File: src/hdl/alt_pkg.sv
// Shared types and codes for the array list table.
`timescale 1ns / 1ps

package alt_pkg;

    typedef enum logic [2:0] {
        OP_INSERT     = 3'd0,
        OP_ERASE      = 3'd1,
        OP_FIND       = 3'd2,
        OP_MODIFY     = 3'd3,
        OP_PUSH_BACK  = 3'd4,
        OP_PUSH_FRONT = 3'd5,
        OP_POP_BACK   = 3'd6,
        OP_POP_FRONT  = 3'd7
    } t_op;

    typedef enum logic [1:0] {
        STAT_OK        = 2'd0,
        STAT_FULL      = 2'd1,
        STAT_BAD       = 2'd2,
        STAT_NOT_FOUND = 2'd3
    } t_status;

    typedef enum logic [1:0] {
        CELL_HOLD,
        CELL_TAKE_LOWER,
        CELL_TAKE_UPPER,
        CELL_LOAD
    } t_cell_cmd;

    typedef enum logic {
        S_IDLE,
        S_SCAN
    } t_state;

    typedef struct packed {
        t_op                operation;
        logic [5:0]         position;
        logic signed [31:0] value;
    } t_in_item;

    typedef struct packed {
        t_status    status;
        logic [5:0] found_index;
        logic [6:0] element_count;
    } t_out_item;

endpackage

File: src/hdl/alt_cell.sv
// One list entry: holds a value, shifts to/from its neighbors, compares to a key.
`timescale 1ns / 1ps

module alt_cell #(
    parameter int DATA_WIDTH = 32
) (
    input  logic                  i_clk,
    input  alt_pkg::t_cell_cmd    i_cmd,
    input  logic [DATA_WIDTH-1:0] i_lower,
    input  logic [DATA_WIDTH-1:0] i_upper,
    input  logic [DATA_WIDTH-1:0] i_load,
    input  logic [DATA_WIDTH-1:0] i_key,
    output logic [DATA_WIDTH-1:0] o_data,
    output logic                  o_match
);

    logic [DATA_WIDTH-1:0] r_data;
    logic [DATA_WIDTH-1:0] n_data;

    always_comb begin
        unique case (i_cmd)
            alt_pkg::CELL_HOLD:       n_data = r_data;
            alt_pkg::CELL_TAKE_LOWER: n_data = i_lower;
            alt_pkg::CELL_TAKE_UPPER: n_data = i_upper;
            alt_pkg::CELL_LOAD:       n_data = i_load;
            default:                  n_data = r_data;
        endcase
    end

    always_ff @(posedge i_clk) begin
        r_data <= n_data;
    end

    assign o_data  = r_data;
    assign o_match = (r_data == i_key);

endmodule

File: config.mk
export PLATFORM = sky130hd
export DESIGN_NAME = alt_cell
export DESIGN_NICKNAME = d
export VERILOG_FILES = /design/src/hdl/alt_pkg.sv /design/src/hdl/alt_cell.sv
export SDC_FILE = /design/constraint.sdc
export NUM_CORES = 1
export LEC_CHECK = 0
export BUFFER_PORTS_ARGS = -buffer_cell sky130_fd_sc_hd__buf_2
export CORE_ASPECT_RATIO = 1.4
export CORE_MARGIN = 1
export CORE_UTILIZATION = 39
export CTS_CLUSTER_DIAMETER = 50
export DETAILED_ROUTE_END_ITERATION = 12
export PLACE_DENSITY = 0.81
export SYNTH_ARGS = -nofsm -noshare
export SYNTH_HDL_FRONTEND = slang
export SYNTH_SLANG_ARGS = --single-unit
File: constraint.sdc
create_clock -name i_clk -period 1.44 [get_ports i_clk]
set_input_delay 0 -clock i_clk [delete_from_list [all_inputs] [get_ports i_clk]]
set_output_delay 0 -clock i_clk [all_outputs]
set_load 0.1 [all_outputs]
=== Yosys cells after proc, flatten, opt, wreduce, memory -nomap -nowiden ===
Cells that the tools add are included.

* Bits in writable memories: 0
* Bits in latches: 0
* Word-level logic and storage cells: 7
* ROM bits: 0
* Memories: 0
* Output and inout port bits: 33
* Bits of input ports: 131
* Bits in registers: 32

* Order comparisons: 0
* Bitwise operators: 0
* Reduce and logical (&&, ||, !) cells: 1
* Div/mod/pow operators: 0
* Muxes and demuxes: 1
* Multipliers: 0
* Shift operators: 0
* $add $sub $neg: 0
* Equality and inequality tests: 4

{| class="wikitable"
|+ Operator list
! cell !! count
|-
| one-hot mux 32 bit (3 select lines) || 1
|-
| equality test 32 bit || 1
|-
| equality test 2 bit, second input constant || 2
|-
| equality test 2 x 1 -> 1 bit, second input constant || 1
|-
| zero test 2 bit || 1
|}

=== Logic depth before layout (Yosys ltp) ===
Gate-level depths: netlist of run 1.

* Word-level depth: 2
* Depth in mapped cells: 4
* Mapped depth without buffers: 4

=== Worst setup path before layout of run 1 ===
Ideal clock, no wire load.

* Path type: register -> output
* From: register r_data[31], in the netlist o_data[31]
* To: output port o_match
* Slack: -1.309 ns
* Buffers on the path: 0
* Required time: 1.440 ns
* Data arrival time: 2.749 ns
* Cell stages (with the launch flop): 5
* Cell sequence: edfxtp_1 -> xor2_1 -> nor4_1 -> nand4_1 -> nor2_1

* Cells in the longest elaborated chain, start to end: 1

{| class="wikitable"
|+ RTL lines
! what !! RTL line !! text
|-
| start: declaration || alt_cell.sv:17 || <nowiki>logic [DATA_WIDTH-1:0] r_data;</nowiki>
|-
| start signal: assignment || alt_cell.sv:31 || <nowiki>r_data <= n_data;</nowiki>
|-
| equality test 32 bit || alt_cell.sv:35 || <nowiki>assign o_match = (r_data == i_key);</nowiki>
|-
| end: declaration || alt_cell.sv:14 || <nowiki>output logic o_match</nowiki>
|}

Every way passes these cells.

=== Worst setup path in the final report of run 1 ===
* From: register r_data[2], in the netlist o_data[2]
* To: output port o_match

Same word-level chain as after synthesis.

==> flow_metrics.py, run 1 <==
metrics = {
    "sta": {
        "max-slew-margin-rel": 0.502,
        "hold_viol": 0,
        "whs_ps": 45.2,
        "rsz0062_at_grt": "yes",
        "fin_crit_sh": 1.21,
        "tightest_slew_ps": 748,
        "finalSetupViolCount": 1,
        "max_freq_mhz": 572,
        "slew_viol_final": 0,
        "setup_tns_ps": -309,
        "fin_crit_ps": 1750,
        "postLayoutSetupSlackWorst_ps": -309,
    },
    "clock_tree": {
        "clockBufferDepth": 2,
        "cts_tree": "done",
        "cts_buffers": 5,
        "cts_setup_buffers": 0,
        "root_buffer": "clkbuf_8",
        "path_clk_slew_ps": 60,
        "clkSinkCount": 32,
        "cts_max_level": 2,
    },
    "logic_synthesis": {
        "yosysTopAreaCellShare": 0.484,
        "ys_seq_area_frac": 0.484,
        "synthDistinctLibCells": 12,
        "synth_edf_count": 32,
        "synth_area_um2": 1990,
        "synth_common_cells": "33 x nor2_1, 32 x a21oi_1, 32 x edfxtp_1, 32 x mux2i_1, 32 x xor2_1",
        "synth_ff_type": "edfxtp_1",
        "yosysMostFrequentCell": "nor2_1",
        "yosysWarnings": 0,
        "yosysTopAreaCell": "edfxtp_1",
        "synthArstFlopShare": 0,
        "syn_nets": 314,
        "syn_avg_cell_area_um2": 10.9,
        "syn_inst": 183,
        "synth.area.top_cells": "edfxtp_1 48%, mux2i_1 16%, xor2_1 14%",
        "ys_ff_latch": 32,
    },
    "global_routing": {
        "grt_pass1_wl_um": 8400,
        "antenna_found_initial": 0,
        "grt_usage": 0.205,
        "grt_pass1_vias": 1899,
        "top_usage_layer": "met2",
        "grt_max_degree": 65,
        "met1_usage": 0.202,
        "met2_usage": 0.403,
        "met3_usage": 0.0500,
        "grt_overflow": 0,
    },
    "worst_setup_path": {
        "worstSetupPathType": "reg2out",
        "cp-end-kind": "output port",
        "cp_max_fo": 2,
        "cp.required_ps": 1440,
        "startpoint_type": "flip-flop",
        "arrival_ps": 1750,
    },
    "power_and_ir_drop": {
        "total_power_mw": 3.27,
        "p_leak_nw": 1.46,
        "power_density_nw_per_um2": 1110,
        "ir_worst_vdd_uv": 652,
    },
    "layout": {
        "n_antenna_cell": 0,
        "multi_input_area_um2": 973,
        "layout-drive-gt1-share": 0.512,
        "fin_nets": 477,
        "largest_reg_flops": 32,
        "fillerInstances": 468,
        "syn2layout_area_growth_pct": 48.6,
        "seqCellArea_um2": 961,
    },
    "routing": {
        "drt_pass1_iterations": 4,
        "via_per_inst": 4.69,
        "wirelength_um": 5550,
        "drc": 0,
        "vias": 1922,
        "wl_per_cell_um": 13.5,
        "drt_iter0_drc": 41,
        "drtAntennaViolNets": 0,
    },
    "job": {
        "drv_cap": 0,
    },
    "floorplan": {
        "start_util": 0.407,
        "core_um2": 4880,
        "dieArea_um2": 5390,
        "dieWidth_um": 62.3,
        "die_y_um": 86.5,
        "ios": 164,
        "num_rows": 30,
    },
    "placed_design": {
        "gp_congestion": 0.735,
        "detailed_place_hpwl_um": 4580,
        "numPortBuffers": 163,
        "pre_cts_ws_ps": -205,
    },
    "status": {
        "outcome": "finished, violations left",
        "violations": "setup timing",
    },
    "worst_hold_path": {
        "hp-start": "i_lower[28]",
        "whs_endpoint": "o_data[28]",
        "hold_path_depth": 3,
        "hold_class": "in2reg",
    },
}
[per-stage QoR]
| stage | util | instance area [µm²] | instances |
|---|---|---|---|
| floorplan | - | 1990 | 183 |
| global placement | 0.587 | 2860 | 403 |
| detailed placement | 0.587 | 2860 | 403 |
| CTS | 0.605 | 2950 | 410 |
| global route | 0.605 | 2950 | 410 |
| finish | 0.605 | 2950 | 410 |
[logic make-up (layout without fill, tap and decap cells)]
family          after synthesis  in the layout  share of synthesized area
compound gates               32             32                     0.0806
xor+xnor                     32             32                      0.141
buf+inv                      11            174                     0.0365
flops                        32             32                      0.484
mux                          32             32                      0.161
simple gates                 44             44                     0.0970
[repair_timing]
item	CTS	global route
endpoints found under the setup margin	1	1
hold buffers	0	0
resized for setup	2	0
pin swaps	1	2
gates cloned	0	0
[power breakdown]
part | internal [mW] | total [mW] | switching (mW)
Clock | 0.328 | 0.631 | 0.303
Combinational | 0.341 | 1.41 | 1.07
Sequential | 1.16 | 1.23 | 0.0665
Total | 1.83 | 3.27 | 1.44
[how the worst max path moves through the flow]
| stage | depth (start not counted) | to | from |
|---|---|---|---|
| 4_1_cts | 6 | o_match | o_data[15] |
| 5_1_grt | 6 | o_match | o_data[2] |
| 6_report | 6 | o_match | o_data[2] |
| 3_5_place_dp | 5 | o_match | o_data[25] |
| 3_3_place_gp | 5 | o_match | o_data[25] |
| 2_1_floorplan | 4 | o_match | o_data[23] |
[worst max-delay path, cell delays in order (launching register included)]
cell and delay [ps]:
edfxtp_1 410, xor2_1 160, nor4_1 300, buf_4 160, nand4_1 120, nor2_4 140, buf_12 180
[per-layer routing]
metal	wire, µm	part of all wire	vias to the layer above
li1	-	-	984
met1	1930	0.35	835
met2	3170	0.57	92
met3	347	0.062	11
met4	108	0.019	0
met5	0	0	-
[final cells by class]
cell class / instances / share of cell area
flip-flops and latches: 32 / 0.325
clock inverters: 1 / 0.00169
well taps: 64 / 0.0271
multi-input cells: 140 / 0.330
repair buffers: 167 / 0.292
clock buffers: 6 / 0.0246
[cells in the final DEF (no fill, tap or decap)]
cell,netlist,routed
nor2_4,0,1
nor4_1,8,6
edfxtp_1,32,32
mux2i_1,32,32
buf_2,4,162
xor2_1,32,32
nor4_2,0,2
clkinv_2,0,1
clkbuf_1,3,1
a21oi_1,32,32
nand4_1,2,2
or2_2,1,1
nor2_1,33,32
clkbuf_8,0,5
buf_4,1,4
buf_12,0,1
No activity file was read; power rests on OpenSTA's default activity.
==> inputs of run 2 (changes only) <==
--- a/config.mk
+++ b/config.mk
@@ -8,10 +8,11 @@
 export BUFFER_PORTS_ARGS = -buffer_cell sky130_fd_sc_hd__buf_2
 export CORE_ASPECT_RATIO = 1.4
 export CORE_MARGIN = 1
-export CORE_UTILIZATION = 39
+export CORE_UTILIZATION = 40
+export CTS_BUF_LIST = sky130_fd_sc_hd__clkbuf_2 sky130_fd_sc_hd__clkbuf_4 sky130_fd_sc_hd__clkbuf_8
 export CTS_CLUSTER_DIAMETER = 50
 export DETAILED_ROUTE_END_ITERATION = 12
-export PLACE_DENSITY = 0.81
+export PLACE_DENSITY = 0.83
 export SYNTH_ARGS = -nofsm -noshare
 export SYNTH_HDL_FRONTEND = slang
 export SYNTH_SLANG_ARGS = --single-unit
==> run 2 against run 1 <==
  * Global-route usage grew 0.92 points
  * Sequential share of layout area shrank 0.11 points
  * Total power increased by 1.1%
  * Worst setup slack gained 21 ps
  * The flow finishes with violations (DRC, setup timing)
  * Wire length increased by 1.3%
  * Clock-buffer cell count unchanged
  * Non-clock buffer count unchanged
  * Combinational power barely moved
  * Largest cell class unchanged
  * Final cell count unchanged
==> flow_metrics.py, run 2 (synthesis gave the netlist of run 1 again) <==
metrics = {
    "routing": {
        "vias": 1967,
        "drt_iter0_drc": 56,
        "drc": 1,
        "wl_per_cell_um": 13.7,
        "wirelength_um": 5630,
        "via_per_inst": 4.80,
        "drtAntennaViolNets": 0,
        "drt_pass1_iterations": 8,
    },
    "floorplan": {
        "start_util": 0.414,
        "core_um2": 4800,
        "dieArea_um2": 5260,
        "ios": 164,
        "dieWidth_um": 61.6,
        "die_y_um": 85.4,
        "num_rows": 30,
    },
    "worst_setup_path": {
        "cp_max_fo": 2,
        "cp.required_ps": 1440,
        "arrival_ps": 1730,
        "cp-endpoint": "o_match",
        "worstSetupPathType": "reg2out",
        "worstSetupStartpoint": "o_data[17]",
        "cp-end-kind": "output port",
        "startpoint_type": "flip-flop",
    },
    "sta": {
        "slew_viol_final": 0,
        "max-slew-margin-rel": 0.489,
        "fin_crit_sh": 1.20,
        "whs_ps": 48.4,
        "setup_tns_ps": -288,
        "fin_crit_ps": 1730,
        "finalSetupViolCount": 1,
        "rsz0062_at_grt": "yes",
        "postLayoutSetupSlackWorst_ps": -288,
        "hold_viol": 0,
        "max_freq_mhz": 579,
        "tightest_slew_ps": 767,
    },
    "layout": {
        "final_common_cell": "buf_2",
        "design_area_um2": 2960,
        "layout-drive-gt1-share": 0.517,
        "fillerInstances": 433,
        "largest_reg_flops": 32,
        "stdcell_count": 410,
        "fin_util": 0.617,
        "syn2layout_area_growth_pct": 49.1,
        "fin_nets": 477,
        "n_antenna_cell": 0,
    },
    "placed_design": {
        "detailed_place_hpwl_um": 4610,
        "gp_congestion": 0.787,
        "dp.cells": 403,
        "pre_cts_ws_ps": -122,
        "placed_cell_area_um2": 2860,
        "numPortBuffers": 163,
    },
    "power_and_ir_drop": {
        "total_power_mw": 3.31,
        "power_density_nw_per_um2": 1120,
        "ir_worst_vdd_uv": 714,
        "p_leak_nw": 1.47,
    },
    "clock_tree": {
        "cts_max_level": 2,
        "clkSinkCount": 32,
        "clockBufferDepth": 2,
        "path_clk_slew_ps": 70,
        "cts_hold_buf": 0,
        "root_buffer": "clkbuf_8",
        "cts_buffers": 5,
        "cts_tree": "done",
    },
    "global_routing": {
        "grt_overflow": 0,
        "grt_pass1_vias": 1849,
        "grt_max_degree": 65,
        "antenna_found_initial": 0,
        "grt_usage": 0.214,
        "grt_pass1_wl_um": 8070,
    },
    "worst_hold_path": {
        "hold_path_depth": 3,
        "hold_class": "in2reg",
    },
    "status": {
        "violations": "DRC, setup timing",
        "outcome": "finished, violations left",
    },
    "job": {
        "drv_cap": 0,
    },
}
-- run 2: cell types whose count changed in the layout (fill, tap and decap cells not counted) --
| cell | previous run | this run |
|---|---|---|
| nor4_2 | 2 | 3 |
| clkbuf_1 | 1 | 0 |
| clkbuf_4 | 0 | 1 |
| nor4_1 | 6 | 5 |
-- run 2: layout make-up --
cell class	count	area, µm²	area share
Tap cell	64	80.1	0.0270
Clock buffer	6	76.3	0.0258
Timing Repair Buffer	167	861	0.291
Clock inverter	1	5.00	0.00169
Multi-Input combinational cell	140	980	0.331
Sequential cell	32	961	0.324
-- run 2: how the worst min path moves through the flow --
stage                            from          to  slack (ps)
final                     i_lower[22]  o_data[22]          50
after global routing       i_lower[7]   o_data[7]          50
after CTS                 i_lower[30]  o_data[30]          40
after detailed placement  i_lower[30]  o_data[30]         330
after global placement     i_lower[6]   o_data[6]         330
after floorplan           i_lower[28]  o_data[28]         230
-- run 2: repair_timing --
action / CTS / global route
setup endpoints to repair: 1 / 1
setup buffers: 0 / 0
resized for setup: 3 / 0
pin swaps: 3 / 0
endpoints found under the hold margin: 0 / 0
-- run 2: worst max-delay path, cell delays in order, from the launching register on --
cell,delay (ps)
edfxtp_1,400
xor2_1,170
nor4_2,340
nand4_1,200
nor2_4,160
buf_12,180
-- run 2: routing by layer --
metal	GRT usage	routed length, µm	up-vias	part of all wire
met5	0	0	-	0
met4	0.0889	112	0	0.020
met3	0.0427	306	11	0.054
met2	0.408	3170	92	0.56
met1	0.211	2040	876	0.36
li1	-	-	988	-
-- run 2: report_power, final --
part           total, mW  switching [mW]  internal [mW]
registers           1.23          0.0703           1.16
clock network      0.654           0.307          0.347
logic               1.42            1.08          0.342
==> inputs of run 3 (changes only) <==
--- a/config.mk
+++ b/config.mk
@@ -6,9 +6,11 @@
 export NUM_CORES = 1
 export LEC_CHECK = 0
 export BUFFER_PORTS_ARGS = -buffer_cell sky130_fd_sc_hd__buf_2
+export CELL_PAD_IN_SITES_DETAIL_PLACEMENT = 0
+export CELL_PAD_IN_SITES_GLOBAL_PLACEMENT = 1
 export CORE_ASPECT_RATIO = 1.4
 export CORE_MARGIN = 1
-export CORE_UTILIZATION = 40
+export CORE_UTILIZATION = 28
 export CTS_BUF_LIST = sky130_fd_sc_hd__clkbuf_2 sky130_fd_sc_hd__clkbuf_4 sky130_fd_sc_hd__clkbuf_8
 export CTS_CLUSTER_DIAMETER = 50
 export DETAILED_ROUTE_END_ITERATION = 12
==> run 3 against run 2 <==
  * The flow still finishes with violations (DRC, setup timing)
  * Die area rose by 42%
  * Global-route usage fell by 5.7 points
  * Maximum frequency fell by 4.4%
  * Non-clock buffer count rose by 4
  * Total power rose by 1.6%
  * Clock power rose by 5.5%
  * Worst setup slack got worse by 79 ps
  * Sequential power barely moved
  * Final cell count rose by 8.8%
  * Critical path type unchanged
==> flow_metrics.py, run 3 (synthesis gave the netlist of run 1 again) <==
metrics = {
    "layout": {
        "design_area_um2": 3060,
        "fin_nets": 481,
        "largest_reg_flops": 32,
        "layout-drive-gt1-share": 0.521,
        "final_common_cell": "buf_2",
        "fin_util": 0.444,
        "multi_input_area_um2": 980,
        "stdcell_count": 446,
        "syn2layout_area_growth_pct": 54.2,
        "n_antenna_cell": 0,
        "fillerInstances": 673,
        "seqCellArea_um2": 961,
    },
    "worst_setup_path": {
        "arrival_ps": 1810,
        "cp_max_fo": 2,
        "crit_chain": "xor2_1, nor4_2, buf_4, nand4_1, nor2_4, buf_12",
        "max_stage_delay_ps": 400,
        "startpoint_type": "flip-flop",
        "crit_slowest_cell": "edfxtp_1",
        "cp-end-kind": "output port",
        "worstSetupPathType": "reg2out",
        "worstSetupStartpoint": "o_data[24]",
        "cp.required_ps": 1440,
    },
    "clock_tree": {
        "cts_setup_buffers": 0,
        "clkSinkCount": 32,
        "cts_hold_buf": 0,
        "cts_max_level": 2,
        "cts_tree": "done",
        "root_buffer": "clkbuf_8",
        "path_clk_slew_ps": 70,
        "cts_buffers": 5,
        "clockBufferDepth": 2,
    },
    "sta": {
        "max-slew-margin-rel": 0.664,
        "tightest_slew_ps": 507,
        "setup_tns_ps": -367,
        "hold_viol": 0,
        "slew_viol_final": 0,
        "max_freq_mhz": 554,
        "fin_crit_sh": 1.25,
        "finalSetupViolCount": 1,
        "postLayoutSetupSlackWorst_ps": -367,
        "fin_crit_ps": 1810,
        "rsz0062_at_grt": "yes",
    },
    "routing": {
        "drt_iter0_drc": 52,
        "vias": 1904,
        "wirelength_um": 5950,
        "drc": 1,
        "via_per_inst": 4.27,
        "drt_pass1_iterations": 8,
        "drtAntennaViolNets": 0,
        "wl_per_cell_um": 13.3,
    },
    "global_routing": {
        "grt_usage": 0.157,
        "grt_overflow": 0,
        "grt_pass1_wl_um": 8600,
        "grt_max_degree": 35,
        "antenna_found_initial": 0,
        "grt_pass1_vias": 1801,
    },
    "placed_design": {
        "numPortBuffers": 163,
        "gp_congestion": 0.746,
        "placed_cell_area_um2": 2960,
        "dp.cells": 438,
    },
    "floorplan": {
        "num_rows": 36,
        "die_y_um": 102,
        "ios": 164,
        "core_um2": 6890,
        "dieArea_um2": 7440,
        "dieWidth_um": 73.2,
        "start_util": 0.288,
    },
    "status": {
        "outcome": "finished, violations left",
        "violations": "DRC, setup timing",
    },
    "power_and_ir_drop": {
        "internal_power_mw": 1.89,
        "swShare": 0.438,
        "netSwitchingPower_mw": 1.47,
        "combPwrFrac": 0.430,
        "power_density_nw_per_um2": 1100,
        "ir_worst_vdd_uv": 428,
        "p_leak_nw": 1.50,
        "total_power_mw": 3.36,
        "power_frac_clock": 0.205,
        "p_seq_frac": 0.364,
    },
    "worst_hold_path": {
        "hold_path_depth": 3,
        "hp-start": "i_lower[29]",
        "hold_class": "in2reg",
    },
    "job": {
        "drv_cap": 0,
    },
}
[run 3: power by group through the flow]
stage / clock network, mW / logic [mW] / registers (mW)
final: 0.690 / 1.45 / 1.22
after global routing: 0.751 / 1.51 / 1.24
after CTS: 0.713 / 1.46 / 1.23
after detailed placement: 0 / 1.44 / 1.25
after global placement: 0 / 1.44 / 1.24
after floorplan: 0 / 0.274 / 2.04
[run 3: layout make-up]
class                           count  share of cell area
Tap cell                           95              0.0388
Timing Repair Buffer              171               0.299
Clock buffer                        7              0.0274
Clock inverter                      1             0.00123
Sequential cell                    32               0.314
Multi-Input combinational cell    140               0.320
[run 3: what timing repair did]
| item | in CTS | in global routing |
|---|---|---|
| pin swaps | 1 | 0 |
| setup endpoints to repair | 1 | 1 |
| gates resized for setup | 3 | 0 |
[run 3: through the flow]
step,setup slack (ps),hold slack (ps)
after floorplan,-608,225
after global placement,-228,327
after detailed placement,-183,326
after CTS,-413,27.1
after global routing,-501,35.7
final,-367,41.8
[run 3: worst max-delay path, delay by kind of cell, from the launching register on]
family                    cells  cell delay (ps)
xor gates and xnor gates      1              170
and+or+nand+nor               3              610
DFF                           1              400
buffers and inverters         2              340
[run 3: final timing paths]
| check | end | slack, ps |
|---|---|---|
| max | o_match | -370 |
| min | o_data[29] | 40 |
[run 3: per-layer routing]
metal | share of wire | vias to the layer above | global-route usage
met5 | 0 | - | 0
met4 | 0.0037 | 0 | 0.0543
met3 | 0.057 | 3 | 0.0269
met2 | 0.57 | 82 | 0.297
met1 | 0.37 | 826 | 0.174
li1 | - | 993 | -
