===== config.mk =====
export PLATFORM = sky130hd
export DESIGN_NAME = alt_result_buf_flat
export DESIGN_NICKNAME = d
export VERILOG_FILES = /design/src/hdl/alt_pkg.sv /design/src/hdl/alt_stream_if.sv /design/src/hdl/alt_result_buf.sv /design/src/flat_wrapper.sv
export SDC_FILE = /design/constraint.sdc
export NUM_CORES = 1
export LEC_CHECK = 0
export ABC_AREA = 1
export BUFFER_PORTS_ARGS = -buffer_cell sky130_fd_sc_hd__buf_4
export CORE_AREA = 3 3 40 42
export CTS_CLUSTER_SIZE = 12
export DETAILED_ROUTE_END_ITERATION = 7
export DIE_AREA = 0 0 43 45
export SLEW_MARGIN = 5
export SYNTH_ARGS = -nofsm -noshare
export SYNTH_HDL_FRONTEND = slang
export SYNTH_SLANG_ARGS = --single-unit

===== constraint.sdc =====
create_clock -name i_clk -period 1.4 [get_ports i_clk]
set_input_delay 0.14 -clock i_clk [delete_from_list [all_inputs] [get_ports i_clk]]
set_output_delay 0.14 -clock i_clk [all_outputs]
set_load 0.01 [all_outputs]

===== src/hdl/alt_pkg.sv =====
// Shared types and codes for the array list table.
`timescale 1ns / 1ps

package alt_pkg;

    typedef enum logic [2:0] {
        OP_INSERT     = 3'd0,
        OP_ERASE      = 3'd1,
        OP_FIND       = 3'd2,
        OP_MODIFY     = 3'd3,
        OP_PUSH_BACK  = 3'd4,
        OP_PUSH_FRONT = 3'd5,
        OP_POP_BACK   = 3'd6,
        OP_POP_FRONT  = 3'd7
    } t_op;

    typedef enum logic [1:0] {
        STAT_OK        = 2'd0,
        STAT_FULL      = 2'd1,
        STAT_BAD       = 2'd2,
        STAT_NOT_FOUND = 2'd3
    } t_status;

    typedef enum logic [1:0] {
        CELL_HOLD,
        CELL_TAKE_LOWER,
        CELL_TAKE_UPPER,
        CELL_LOAD
    } t_cell_cmd;

    typedef enum logic {
        S_IDLE,
        S_SCAN
    } t_state;

    typedef struct packed {
        t_op                operation;
        logic [5:0]         position;
        logic signed [31:0] value;
    } t_in_item;

    typedef struct packed {
        t_status    status;
        logic [5:0] found_index;
        logic [6:0] element_count;
    } t_out_item;

endpackage


===== src/hdl/alt_stream_if.sv =====
// Valid/ready stream channel carrying one payload per beat.
`timescale 1ns / 1ps

interface alt_stream_if #(
    parameter type T_PAYLOAD = logic
) ();
    logic     valid;
    logic     ready;
    T_PAYLOAD payload;

    modport source (output valid, output payload, input ready);
    modport sink   (input valid, input payload, output ready);
endinterface


===== src/hdl/alt_result_buf.sv =====
// Two-slot result buffer between the list logic and the output channel.
`timescale 1ns / 1ps

module alt_result_buf (
    input  logic               i_clk,
    input  logic               i_rst_n,
    input  logic               i_push,
    input  alt_pkg::t_out_item i_item,
    output logic               o_space,
    alt_stream_if.source       o_out
);

    logic [1:0]         r_level;
    logic [1:0]         n_level;
    alt_pkg::t_out_item r_head;
    alt_pkg::t_out_item r_tail;
    logic               w_pop;

    assign w_pop   = o_out.valid && o_out.ready;
    assign o_space = (r_level != 2'd2);

    always_comb begin
        n_level = r_level;
        if (i_push && !w_pop) begin
            n_level = r_level + 2'd1;
        end else if (w_pop && !i_push) begin
            n_level = r_level - 2'd1;
        end
    end

    always_ff @(posedge i_clk) begin
        if (!i_rst_n) begin
            r_level <= 2'd0;
        end else begin
            r_level <= n_level;
        end
    end

    always_ff @(posedge i_clk) begin
        if (r_level == 2'd2) begin
            if (w_pop) begin
                r_head <= r_tail;
            end
        end else if (r_level == 2'd1) begin
            if (i_push && w_pop) begin
                r_head <= i_item;
            end else if (i_push) begin
                r_tail <= i_item;
            end
        end else if (i_push) begin
            r_head <= i_item;
        end
    end

    assign o_out.valid   = (r_level != 2'd0);
    assign o_out.payload = r_head;

endmodule


===== src/flat_wrapper.sv =====
// flat-port wrapper written by rule: the top's interface ports become plain ports
module alt_result_buf_flat 
  (i_clk, i_rst_n, i_push, i_item, o_space, o_out_valid, o_out_payload, o_out_ready);
  alt_stream_if o_out_i ();
  input  logic i_clk;
  input  logic i_rst_n;
  input  logic i_push;
  input  alt_pkg::t_out_item i_item;
  output logic o_space;
  output wire logic [$bits(o_out_i.valid)-1:0] o_out_valid;
  output wire logic [$bits(o_out_i.payload)-1:0] o_out_payload;
  input wire logic [$bits(o_out_i.ready)-1:0] o_out_ready;
  assign o_out_valid = o_out_i.valid;
  assign o_out_payload = o_out_i.payload;
  assign o_out_i.ready = o_out_ready;
  alt_result_buf u_core (.i_clk(i_clk), .i_rst_n(i_rst_n), .i_push(i_push), .i_item(i_item), .o_space(o_space), .o_out(o_out_i));
endmodule

After elaboration in Yosys (flattened, before gate mapping)
Index checks and enable logic that the tools add are counted.

Flip-flop bits (word level): 4. Output and inout bits: 3. Word-level logic and storage cells: 30.

$add $sub $neg: 2. Equality and inequality tests: 5. Multiplexer cells: 7. Bitwise operators: 2. Reductions and logical operators: 11.

Operators with widths (count): $mux W1 (5); $logic_and A1 B1 Y1 (4); $mux W2 (2); $reduce_and A4 Y1 (1); $reduce_bool A2 Y1 (2); $ne A3 B2 Y1 const B (1); $reduce_and A3 Y1 (1); $reduce_bool A3 Y1 (1); $add A2 B1 Y2 const B (1); $eq A2 B1 Y1 const B (1); $eq A2 B2 Y1 const B (1); $logic_not A1 Y1 (2); $ne A2 B1 Y1 const B (1); $ne A2 B2 Y1 const B (1); $not A1 Y1 (2); $sub A2 B1 Y2 const B (1).

Logic depth before layout (Yosys ltp)
Gate-level depths: netlist (run 1).

Word-level depth: 6. Gate-level depth with buffers: 10.

Least setup slack after synthesis (run 1)
Ideal clock, no wire load.

Kind: register to register. Start point: reg u_core.r_level[0]. End point: reg u_core.r_head (netlist bit u_core.o_out.payload), enable pin. Setup time: 0.295 ns. Arrival: 1.161 ns. Slack: -0.056 ns. Cell stages (with the launch flop): 11. Path buffers: 0. Clock period less this slack: 1.456 ns. Path through: dfxtp_1 > inv_1 > ha_1 > inv_2 > nand2_1 > inv_1 > ha_1 > nor2_2 > nand2_2 > nand2_2 > nor2_2.

Cells in the longest elaborated chain, start to end: 5. Elaborated cells between the ends (all ways): 9. Classes of those cells: 4 x eq/ne; 5 x reduce/logical.

Ends and longest elaborated chain: start, declared (line alt_result_buf.sv:13) `logic [1:0] r_level;`; start signal, assigned (line alt_result_buf.sv:35) `r_level <= n_level;`; $reduce_bool A2 Y1 * (line alt_result_buf.sv:55) `assign o_out.valid = (r_level != 2'd0);`; via o_out_valid (line flat_wrapper.sv:10) `output wire logic [$bits(o_out_i.valid)-1:0] o_out_valid;`; $logic_and A1 B1 Y1 * (line alt_result_buf.sv:19) `assign w_pop = o_out.valid && o_out.ready;`; $logic_and A1 B1 Y1 (line alt_result_buf.sv:45) `if (i_push && w_pop) begin`; $ne A3 B2 Y1 (no source line); $reduce_and A3 Y1 (no source line) *; end signal, assigned (line alt_result_buf.sv:42) `r_head <= r_tail;`; end signal, assigned (line alt_result_buf.sv:46) `r_head <= i_item;`; end signal, assigned (line alt_result_buf.sv:51) `r_head <= i_item;`; end, declared (line alt_result_buf.sv:15) `alt_pkg::t_out_item r_head;`.

Mark *: on every way through the listed nets, which the timed path passes. The rest lies on a longest branch. A chain may end at the register's enable or synchronous reset.

Worst setup path in the final report (run 1)
Start point: reg u_core.r_level[0]. End point: reg u_core.r_head (netlist bit u_core.o_out.payload), enable pin.

Cells in the longest elaborated chain, start to end: 5. Elaborated cells between the ends (all ways): 9. Classes of those cells: 4 x eq/ne; 5 x reduce/logical.

Ends and longest elaborated chain (line): $reduce_bool A2 Y1 (alt_result_buf.sv:55); $logic_and A1 B1 Y1 (alt_result_buf.sv:19); $logic_and A1 B1 Y1 (alt_result_buf.sv:45); $ne A3 B2 Y1 (no source line); $reduce_and A3 Y1 (no source line) *.

Mark *: on every way between the ends. The rest lies on a longest branch, timed or not.

==> summary.md, run 1 <==
| Metric | Value |
|---|---|
| Via count | `269` |
| Worst hold path depth | `1` |
| Core Util, Final | `0.3525` |
| Core ar. | `0.001285 mm²` |
| Vias in the first global route | `253` |
| Post-layout min period | `1.337 ns` |
| Initial core utilization | `0.2240` |
| Startpoint Class | `register` |
| Worst-Margin Slew | `0.2088 ns` |
| Area Overhead vs Synth | `57.39%` |
| Worst EP arrival | `1.29 ns` |
| Clock-pin slew on the worst setup and hold paths | `0.04 ns` |
| Largest net degree at the start of global routing | `6` |
| Max cap viols | `0` |
| Metal2 WL | `297 µm` |
| Final worst path period share | `0.9547` |
| Final ANT Viol Nets | `0` |
| Top routing layer used | `met4` |
| Worst Path Max Fanout | `2` |
| Initial DRC count | `3` |
| Later-pin clock latency in the skew report | `0.24 ns` |
| Synth warn | `0` |
| GP Congestion | `0.6234` |
| FP Rows | `13` |
| Clock root cell | `clkbuf_4` |
| Metal-1 WL | `199 µm` |
| NumNets Final | `78` |
| Maximum clock insertion buffer count | `2` |
| Layout cell share with drive strength beyond 1 | `0.5283` |
| Die height | `45 µm` |
| Antenna Cells | `0` |
| FF+latch count, synth | `4` |
| Final Skew | `0.008953 ns` |
| CTS Buf Count | `3` |
| DRC | `0` |
| Seq/Total Area, Yosys | `0.3478` |
| Worst slew margin | `0.8597` |
| Synth Instances | `38` |
| Pwr Density | `1379 mW/mm²` |
| 1st-pass router iterations | `2` |
| Critical path class | `register to register` |
| Cells after DPL | `63` |
| Most frequent cells in the layout | `11 x buf_4, 9 x nand2_1, 5 x inv_1` |
| Fmax | `748.1 MHz` |
| CTS tree | `done` |
| CP max stage delay | `0.32 ns` |
| Slowest-stage cell, CP | `dfxtp_2` |
| Most common cell after layout, fill and taps aside | `buf_4` |
| Initial antenna violation count | `0` |
| Avg WL per Cell | `8.000 µm` |
| Gr usage total | `0.06761` |
| Static Leak | `0.2288 nW` |
| Post-synth cell types | `12` |
| Die ar. | `0.001935 mm²` |
| WL final | `544 µm` |
| VDD IR max | `0.0005740 V` |
| Register area | `102.6 µm²` |
| Num Clock Sinks | `4` |
| FILL cells | `135` |
| Final Hold Viols | `0` |
| R2R cell count | `10` |
| Total gr overflow | `0` |
| Port bufs | `7` |
| Synthesized Nets | `62` |
| CP Data Required Time | `1.36 ns` |
| Worst hold-check path type | `input pin to register` |
| Avg Inst Size Synth | `7.573 µm²` |
| CP cell instances | `inv_2, ha_4, inv_2, nand2_2, inv_2, ha_4, nor2_4, nand2_2, nand2_2, nor2_2` |
| IO Pins | `22` |
| Post-Layout Cell Count | `68` |
| Routed vias/inst | `3.956` |
| First-pass GRT wire length | `917 µm` |
| Post-Place Setup Slack | `0.0001014 ns` |
| Tot Pwr | `0.6247 mW` |
| Cell area after synthesis | `287.8 µm²` |
| Die X | `43 µm` |
| Final setup fails | `0` |
| Htree depth | `1` |
| Outcome | `complete, no violations` |
| Max Slew Vio Count | `0` |
| DR WL met3 | `42 µm` |
| Footprint of the multi-input gates | `188.9 µm²` |
| HPWL Detailed | `419.5 µm` |
| Crit end category | `register` |
| Worst Setup Slack, final | `0.06336 ns` |
## through the flow
stage | area [µm²] | setup TNS, ns | hold WS [ns]
global placement | 390.4 | 0 | 0.3336
detailed placement | 390.4 | 0 | 0.3371
floorplan | 296.5 | 0 | 0.2389
global route | 452.9 | -0.02161 | 0.07468
CTS | 416.7 | 0 | 0.08586
finish | 452.9 | 0 | 0.08757
## worst paths after layout
| kind | start | to | slack [ns] |
|---|---|---|---|
| worst max-delay path | u_core.r_level[0]$_SDFFE_PN0P_ | u_core.o_out.payload$_DFFE_PP_ | 0.06 |
| worst min-delay path | i_item[0] | u_core.r_tail[0]$_DFFE_PP_ | 0.09 |
| worst max register to register | u_core.r_level[0]$_SDFFE_PN0P_ | u_core.o_out.payload$_DFFE_PP_ | 0.06 |
| worst min register to register | u_core.r_tail[0]$_DFFE_PP_ | u_core.o_out.payload$_DFFE_PP_ | 0.53 |
## state kept, by name, indices dropped and copies added (netlist names)
signal and cells:
u_core.o_out.payload 1, u_core.r_level 2, u_core.r_tail 1
## cells by family after synthesis
family                   count (synthesis)  synth area share
AND/OR/NAND/NOR                         19            0.2913
buffers and inverters                    9            0.1174
flip-flops                               4            0.3478
adder cells (fa/ha/maj)                  5            0.2174
AO/OA/AOI/OAI                            1           0.02610
## layer usage
layer | global-route usage | up-vias
met5 | 0 | -
met4 | 0.03614 | 0
met3 | 0.04781 | 2
met2 | 0.1168 | 5
met1 | 0.05825 | 118
li1 | - | 144
## repair_timing
item / 4_1_cts / 5_1_grt
pin swaps: 0 / 3
endpoints found under the setup margin: 1 / 3
hold buffers: 0 / 0
gates resized for setup: 1 / 7
setup buffers: 0 / 1
## layout make-up
class                      instances  area share
clock buffer                       4     0.05801
inverter                           9     0.07459
multi-input combinational         25      0.4171
sequential                         4      0.2265
tap                               15     0.04144
timing repair buffer              11      0.1823
## report_power, final
part           leakage (nW)  switching (mW)  total [mW]  internal, mW
Sequential           0.0362          0.0103       0.165         0.155
Combinational         0.178           0.146       0.301         0.154
Clock                0.0150          0.0517       0.159         0.107
Total                 0.229           0.208       0.625         0.416
## worst max-delay path, delay by kind of cell, from the launching register on
kind          cells  cell delay [ns]
fa+ha+maj         2             0.28
buf+inv           3             0.16
flops             1             0.32
simple gates      5             0.30
## cell usage after synthesis
master,count,share of area
dfxtp_1,2,0.14
ha_1,5,0.22
nor2_1,3,0.039
nor3_1,1,0.017
nand3_1,1,0.017
inv_1,8,0.10
nand2_1,10,0.13
edfxtp_1,2,0.21
o21a_1,1,0.026
inv_2,1,0.013
nor2_2,2,0.043
nand2_2,2,0.043
(Power assumes the default switching activity.)
==> inputs of run 2 (changes only) <==
--- a/config.mk
+++ b/config.mk
@@ -6,11 +6,12 @@
 export NUM_CORES = 1
 export LEC_CHECK = 0
 export ABC_AREA = 1
-export BUFFER_PORTS_ARGS = -buffer_cell sky130_fd_sc_hd__buf_4
+export BUFFER_PORTS_ARGS = -buffer_cell sky130_fd_sc_hd__buf_2
 export CORE_AREA = 3 3 40 42
 export CTS_CLUSTER_SIZE = 12
 export DETAILED_ROUTE_END_ITERATION = 7
 export DIE_AREA = 0 0 43 45
+export GPL_TIMING_DRIVEN = 0
 export SLEW_MARGIN = 5
 export SYNTH_ARGS = -nofsm -noshare
 export SYNTH_HDL_FRONTEND = slang
==> run 2 against run 1 <==
  * Die area did not move
  * Largest power group unchanged
  * Sequential power about the same
  * Critical path type unchanged
  * Final area fell by 5.5%
  * Register-to-register slack got worse by 0.02 ns
  * Power fell by 3.2%
  * Highest routed layer unchanged
  * Combinational power shrank 8.0%
  * Non-clock buffer count decreased by 1
  * Global-route usage grew 0.41 points
  * Sequential share of layout area is 1.3 points higher
==> summary.md, run 2 (synthesized netlist as in run 1, its figures left out) <==
| Metric | Value |
|---|---|
| Outcome | `complete, no violations` |
| Port bufs | `7 (unchanged)` |
| DRC | `0 (unchanged)` |
| Crit end category | `register` |
| Htree depth | `1 (unchanged)` |
| Maximum clock insertion buffer count | `2 (unchanged)` |
| Worst hold-check path type | `input pin to register` |
| Die ar. | `0.001935 mm² (unchanged)` |
| GP Congestion | `0.6628 (+6.3%)` |
| Initial antenna violation count | `0 (unchanged)` |
| Register area | `102.6 µm² (unchanged)` |
| Static Leak | `0.2182 nW (-4.6%)` |
| Max Slew Vio Count | `0 (unchanged)` |
| Most frequent cells in the layout | `9 x nand2_1, 7 x buf_2, 5 x inv_1` |
| CTS tree | `done` |
| Worst slew margin | `0.8374 (-0.02229)` |
| Num Clock Sinks | `4 (unchanged)` |
| Worst Path Max Fanout | `3 (+1)` |
| Final worst path period share | `0.9693 (+0.01456)` |
| Via count | `267 (-0.74%)` |
| Worst EP arrival | `1.31 ns (+0.02 ns)` |
| Vias in the first global route | `230 (-9.1%)` |
| Clock root cell | `clkbuf_4` |
| Critical path class | `register to register` |
| FILL cells | `132 (-2.2%)` |
| Die height | `45 µm (unchanged)` |
| Most common cell after layout, fill and taps aside | `nand2_1` |
| FP Rows | `13 (unchanged)` |
| Max cap viols | `0 (unchanged)` |
| Later-pin clock latency in the skew report | `0.24 ns (about the same)` |
| Area Overhead vs Synth | `48.70%` |
| HPWL Detailed | `432 µm (+3.0%)` |
| Avg WL per Cell | `8.940 µm (+12%)` |
| Core ar. | `0.001285 mm² (unchanged)` |
| Core Util, Final | `0.3330 (-0.01947)` |
| Final Hold Viols | `0 (unchanged)` |
| CP Data Required Time | `1.36 ns (about the same)` |
| Cells after DPL | `60 (-4.8%)` |
| Fmax | `736.9 MHz (-1.5%)` |
| Post-Layout Cell Count | `67 (-1.5%)` |
| Max reg flops | `2 (unchanged)` |
| Hold Buf Count CTS | `0 (unchanged)` |
| Worst-Margin Slew | `0.2439 ns (+0.03504 ns)` |
| First-pass GRT wire length | `897 µm (-2.2%)` |
| 1st-pass router iterations | `4 (+2)` |
| Final ANT Viol Nets | `0 (unchanged)` |
| Clock-pin slew on the worst setup and hold paths | `0.05 ns (about the same)` |
| Layout cell share with drive strength beyond 1 | `0.5192 (-0.009071)` |
| Final Skew | `0.009072 ns (+0.0001188 ns)` |
| Total gr overflow | `0 (unchanged)` |
| NumNets Final | `77 (-1.3%)` |
| Initial DRC count | `2 (-1)` |
| IO Pins | `22 (unchanged)` |
| Post-layout min period | `1.357 ns (+0.02039 ns)` |
| Routed vias/inst | `3.985 (+0.74%)` |
| Final setup fails | `0 (unchanged)` |
| Gr usage total | `0.07167 (+0.004054)` |
| Largest net degree at the start of global routing | `6 (unchanged)` |
| Footprint of the multi-input gates | `188.9 µm² (unchanged)` |
| Startpoint Class | `register` |
| Initial core utilization | `0.2240 (unchanged)` |
| Antenna Cells | `0 (unchanged)` |
| Setup TNS | `0 ns (unchanged)` |
| Die X | `43 µm (unchanged)` |
| Top reg by flops | `u_core.r_level` |
| Pwr Density | `1414 mW/mm² (+2.5%)` |
| WL final | `599 µm (+10%)` |
| Hold Slack | `0.09936 ns (+0.01179 ns)` |
| CTS Buf Count | `3 (unchanged)` |
| VDD IR max | `0.0005361 V (-6.6%)` |
==> run 2: what timing repair did <==
action,4_1_cts,5_1_grt
buffers inserted,1,2
pin swaps,2,1
resized for setup,4,4
setup endpoints to repair,3,3
==> run 2: path summary, 6_finish.rpt <==
check | start | end | slack (ns) | cells after the start
worst max register to register | u_core.r_level[1]$_SDFFE_PN0P_ | u_core.o_out.payload$_DFFE_PP_ | 0.04 | 10
worst min register to register | u_core.r_tail[0]$_DFFE_PP_ | u_core.o_out.payload$_DFFE_PP_ | 0.54 | 2
worst min-delay path | i_item[0] | u_core.r_tail[0]$_DFFE_PP_ | 0.1 | 1
worst max-delay path | u_core.r_level[1]$_SDFFE_PN0P_ | u_core.o_out.payload$_DFFE_PP_ | 0.04 | 10
==> run 2: power breakdown <==
group	total, mW	switching (mW)	internal (mW)	leakage (nW)
Sequential	0.167	0.0120	0.155	0.0362
Combinational	0.277	0.146	0.131	0.167
Clock	0.161	0.0539	0.107	0.0150
Total	0.605	0.212	0.393	0.218
==> run 2: routing by layer <==
metal,global-route usage,share of wire,vias to the layer above
li1,-,-,140
met1,0.05797,0.38,118
met2,0.1138,0.54,7
met3,0.05976,0.070,2
met4,0.05422,0.0067,0
met5,0,0,-
==> run 2: area by class of cell <==
class | instances | area share
clock buffers | 4 | 0.06140
flip-flops and latches | 4 | 0.2398
repair buffers | 10 | 0.1345
inverters | 9 | 0.07895
multi-input cells | 25 | 0.4415
well taps | 15 | 0.04386
==> run 2: through the flow <==
stage,worst slack [ns],power [mW],area [µm²]
finish,0.04297,0.6050,427.9
global route,-0.01755,0.6650,427.9
CTS,0.001126,0.5649,387.9
detailed placement,-0.06607,0.3818,350.3
global placement,-0.02665,0.3754,350.3
floorplan,0.001674,0.3259,296.5
==> run 2: worst max-delay path: stages, from the launching register on <==
cell     delay, ns
dfxtp_2       0.33
inv_2         0.05
ha_4          0.15
inv_2         0.05
nand2_2       0.06
inv_2         0.06
ha_4          0.13
nor2_4        0.03
nand2_2       0.08
nand2_2       0.06
nor2_2        0.08
==> inputs of run 3 (changes only) <==
--- a/config.mk
+++ b/config.mk
@@ -12,6 +12,7 @@
 export DETAILED_ROUTE_END_ITERATION = 7
 export DIE_AREA = 0 0 43 45
 export GPL_TIMING_DRIVEN = 0
+export RECOVER_POWER = 25
 export SLEW_MARGIN = 5
 export SYNTH_ARGS = -nofsm -noshare
 export SYNTH_HDL_FRONTEND = slang
==> run 3 against run 2 <==
  * Final area shrank 0.58%
  * Cell count did not move
  * Combinational power about the same
  * Power down 0.39%
  * Maximum frequency about the same
  * Largest cell class unchanged
==> summary.md, run 3 (synthesized netlist as in run 1, its figures left out) <==
| Metric | Value |
|---|---|
| Static Leak | `0.2127 nW (-2.5%)` |
| Final Hold Viols | `0 (unchanged)` |
| Fmax | `736.9 MHz (about the same)` |
| DRC | `0 (unchanged)` |
| Port bufs | `7 (unchanged)` |
| Die X | `43 µm (unchanged)` |
| Core Util, Final | `0.3311 (-0.001948)` |
| Area Overhead vs Synth | `47.83%` |
| Post-layout min period | `1.357 ns (-0.00003880 ns)` |
| Initial core utilization | `0.2240 (unchanged)` |
| Outcome | `complete, no violations` |
| Total gr overflow | `0 (unchanged)` |
| Max reg flops | `2 (unchanged)` |
| Routed vias/inst | `3.985 (unchanged)` |
| Internal power | `0.3906 mW (-0.68%)` |
| Gr usage total | `0.07167 (unchanged)` |
| Htree depth | `1 (unchanged)` |
| Vias in the first global route | `230 (unchanged)` |
| Initial antenna violation count | `0 (unchanged)` |
| Die ar. | `0.001935 mm² (unchanged)` |
| NumNets Final | `77 (unchanged)` |
| Hold Slack | `0.1237 ns (+0.02436 ns)` |
| CTS Buf Count | `3 (unchanged)` |
| Later-pin clock latency in the skew report | `0.24 ns (about the same)` |
| Max cap viols | `0 (unchanged)` |
| Final setup fails | `0 (unchanged)` |
| Clock-pin slew on the worst setup and hold paths | `0.05 ns (about the same)` |
| Worst hold-check path type | `input pin to register` |
| VDD IR max | `0.0005360 V (about the same)` |
| Startpoint Class | `register` |
| Largest net degree at the start of global routing | `6 (unchanged)` |
| Maximum clock insertion buffer count | `2 (unchanged)` |
| CTS tree | `done` |
| Initial DRC count | `2 (unchanged)` |
| Antenna Cells | `0 (unchanged)` |
| Final ANT Viol Nets | `0 (unchanged)` |
| NetSw | `0.2121 mW (+0.16%)` |
| Most frequent cells in the layout | `9 x nand2_1, 5 x inv_1, 5 x buf_2` |
| Worst-Margin Slew | `0.2432 ns (-0.0006580 ns)` |
| Via count | `267 (unchanged)` |
| Num Clock Sinks | `4 (unchanged)` |
| Pwr Density | `1417 mW/mm² (+0.20%)` |
| Sw Ratio | `0.3519 (+0.001930)` |
| Die height | `45 µm (unchanged)` |
| Crit end category | `register` |
| Reg power frac | `0.277 (about the same)` |
| Combinational power share | `0.455 (-0.003)` |
| Worst Path Max Fanout | `3 (unchanged)` |
| Critical path class | `register to register` |
| Final Skew | `0.009072 ns (unchanged)` |
| Max Slew Vio Count | `0 (unchanged)` |
| Most common cell after layout, fill and taps aside | `nand2_1` |
| FP Rows | `13 (unchanged)` |
| Avg WL per Cell | `8.925 µm (-0.17%)` |
| 1st-pass router iterations | `4 (unchanged)` |
| Worst Setup Slack, final | `0.04301 ns (+0.00003880 ns)` |
| Worst EP arrival | `1.31 ns (about the same)` |
| Layout cell share with drive strength beyond 1 | `0.4808 (-0.03846)` |
| CP Data Required Time | `1.36 ns (about the same)` |
| Post-Place Setup Slack | `-0.06607 ns (unchanged)` |
| Core ar. | `0.001285 mm² (unchanged)` |
| IO Pins | `22 (unchanged)` |
| GP Congestion | `0.6628 (unchanged)` |
| Clock root cell | `clkbuf_4` |
| Final worst path period share | `0.9693 (about the same)` |
| Clock share of power | `0.268 (about the same)` |
| Worst slew margin | `0.8379 (about the same)` |
| First-pass GRT wire length | `897 µm (unchanged)` |
| WL final | `598 µm (-0.17%)` |
| Top reg by flops | `u_core.r_level` |
| HPWL Detailed | `432 µm (unchanged)` |
run 3: cell types whose count changed in the layout (fill, tap and decap cells not counted), sizes merged:
cell,before,now
buf,10,8
clkbuf,4,6
run 3: power by group through the flow:
stage / Sequential, mW / Combinational [mW] / Clock [mW]
2_1_floorplan: 0.171 / 0.154 / 0
3_3_place_gp: 0.167 / 0.208 / 0
3_5_place_dp: 0.168 / 0.214 / 0
4_1_cts: 0.167 / 0.229 / 0.169
5_1_grt: 0.169 / 0.309 / 0.185
6_report: 0.167 / 0.274 / 0.161
run 3: metrics by stage:
step	instance area, µm²	std cells	TNS [ns]	power, mW
6_report	425.4	67	0	0.6027
5_1_grt	425.4	67	-0.01893	0.6624
4_1_cts	387.9	65	0	0.5649
3_5_place_dp	350.3	60	-0.1237	0.3818
3_3_place_gp	350.3	60	-0.03969	0.3754
2_1_floorplan	296.5	38	0	0.3259
run 3: path summary, 6_finish.rpt:
kind	start	cells past startpoint	to	slack, ns
worst max-delay path	u_core.r_level[1]$_SDFFE_PN0P_	10	u_core.o_out.payload$_DFFE_PP_	0.04
worst max register to register	u_core.r_level[1]$_SDFFE_PN0P_	10	u_core.o_out.payload$_DFFE_PP_	0.04
worst min register to register	u_core.r_tail[0]$_DFFE_PP_	2	u_core.o_out.payload$_DFFE_PP_	0.54
worst min-delay path	i_item[0]	1	u_core.r_tail[0]$_DFFE_PP_	0.12
run 3: metal layers:
| metal | vias up | share of wire | global-route usage |
|---|---|---|---|
| met5 | - | 0 | 0 |
| met4 | 0 | 0.0067 | 0.05422 |
| met3 | 2 | 0.070 | 0.05976 |
| met2 | 7 | 0.54 | 0.1138 |
| met1 | 118 | 0.38 | 0.05797 |
| li1 | 140 | - | - |
run 3: final cells by class:
cell class | instances | area [µm²]
clock buffer | 4 | 26.28
fill | 134 | 859.6
inverter | 9 | 33.78
multi-input combinational | 25 | 188.9
sequential | 4 | 102.6
tap | 15 | 18.77
timing repair buffer | 10 | 55.05
run 3: worst max-delay path, cell delays in order, from the launching register on:
cell and delay (ns):
dfxtp_2 0.33, inv_2 0.05, ha_4 0.15, inv_2 0.05, nand2_2 0.06, inv_2 0.06, ha_4 0.13, nor2_4 0.03
nand2_2 0.08, nand2_2 0.06, nor2_2 0.08
run 3: repair_timing:
| action | 4_1_cts | 5_1_grt |
|---|---|---|
| setup endpoints to repair | 3 | 3 |
| buffers inserted | 1 | 2 |
| gates resized for setup | 4 | 4 |
| hold buffers | 0 | 0 |
| pin swaps | 2 | 1 |
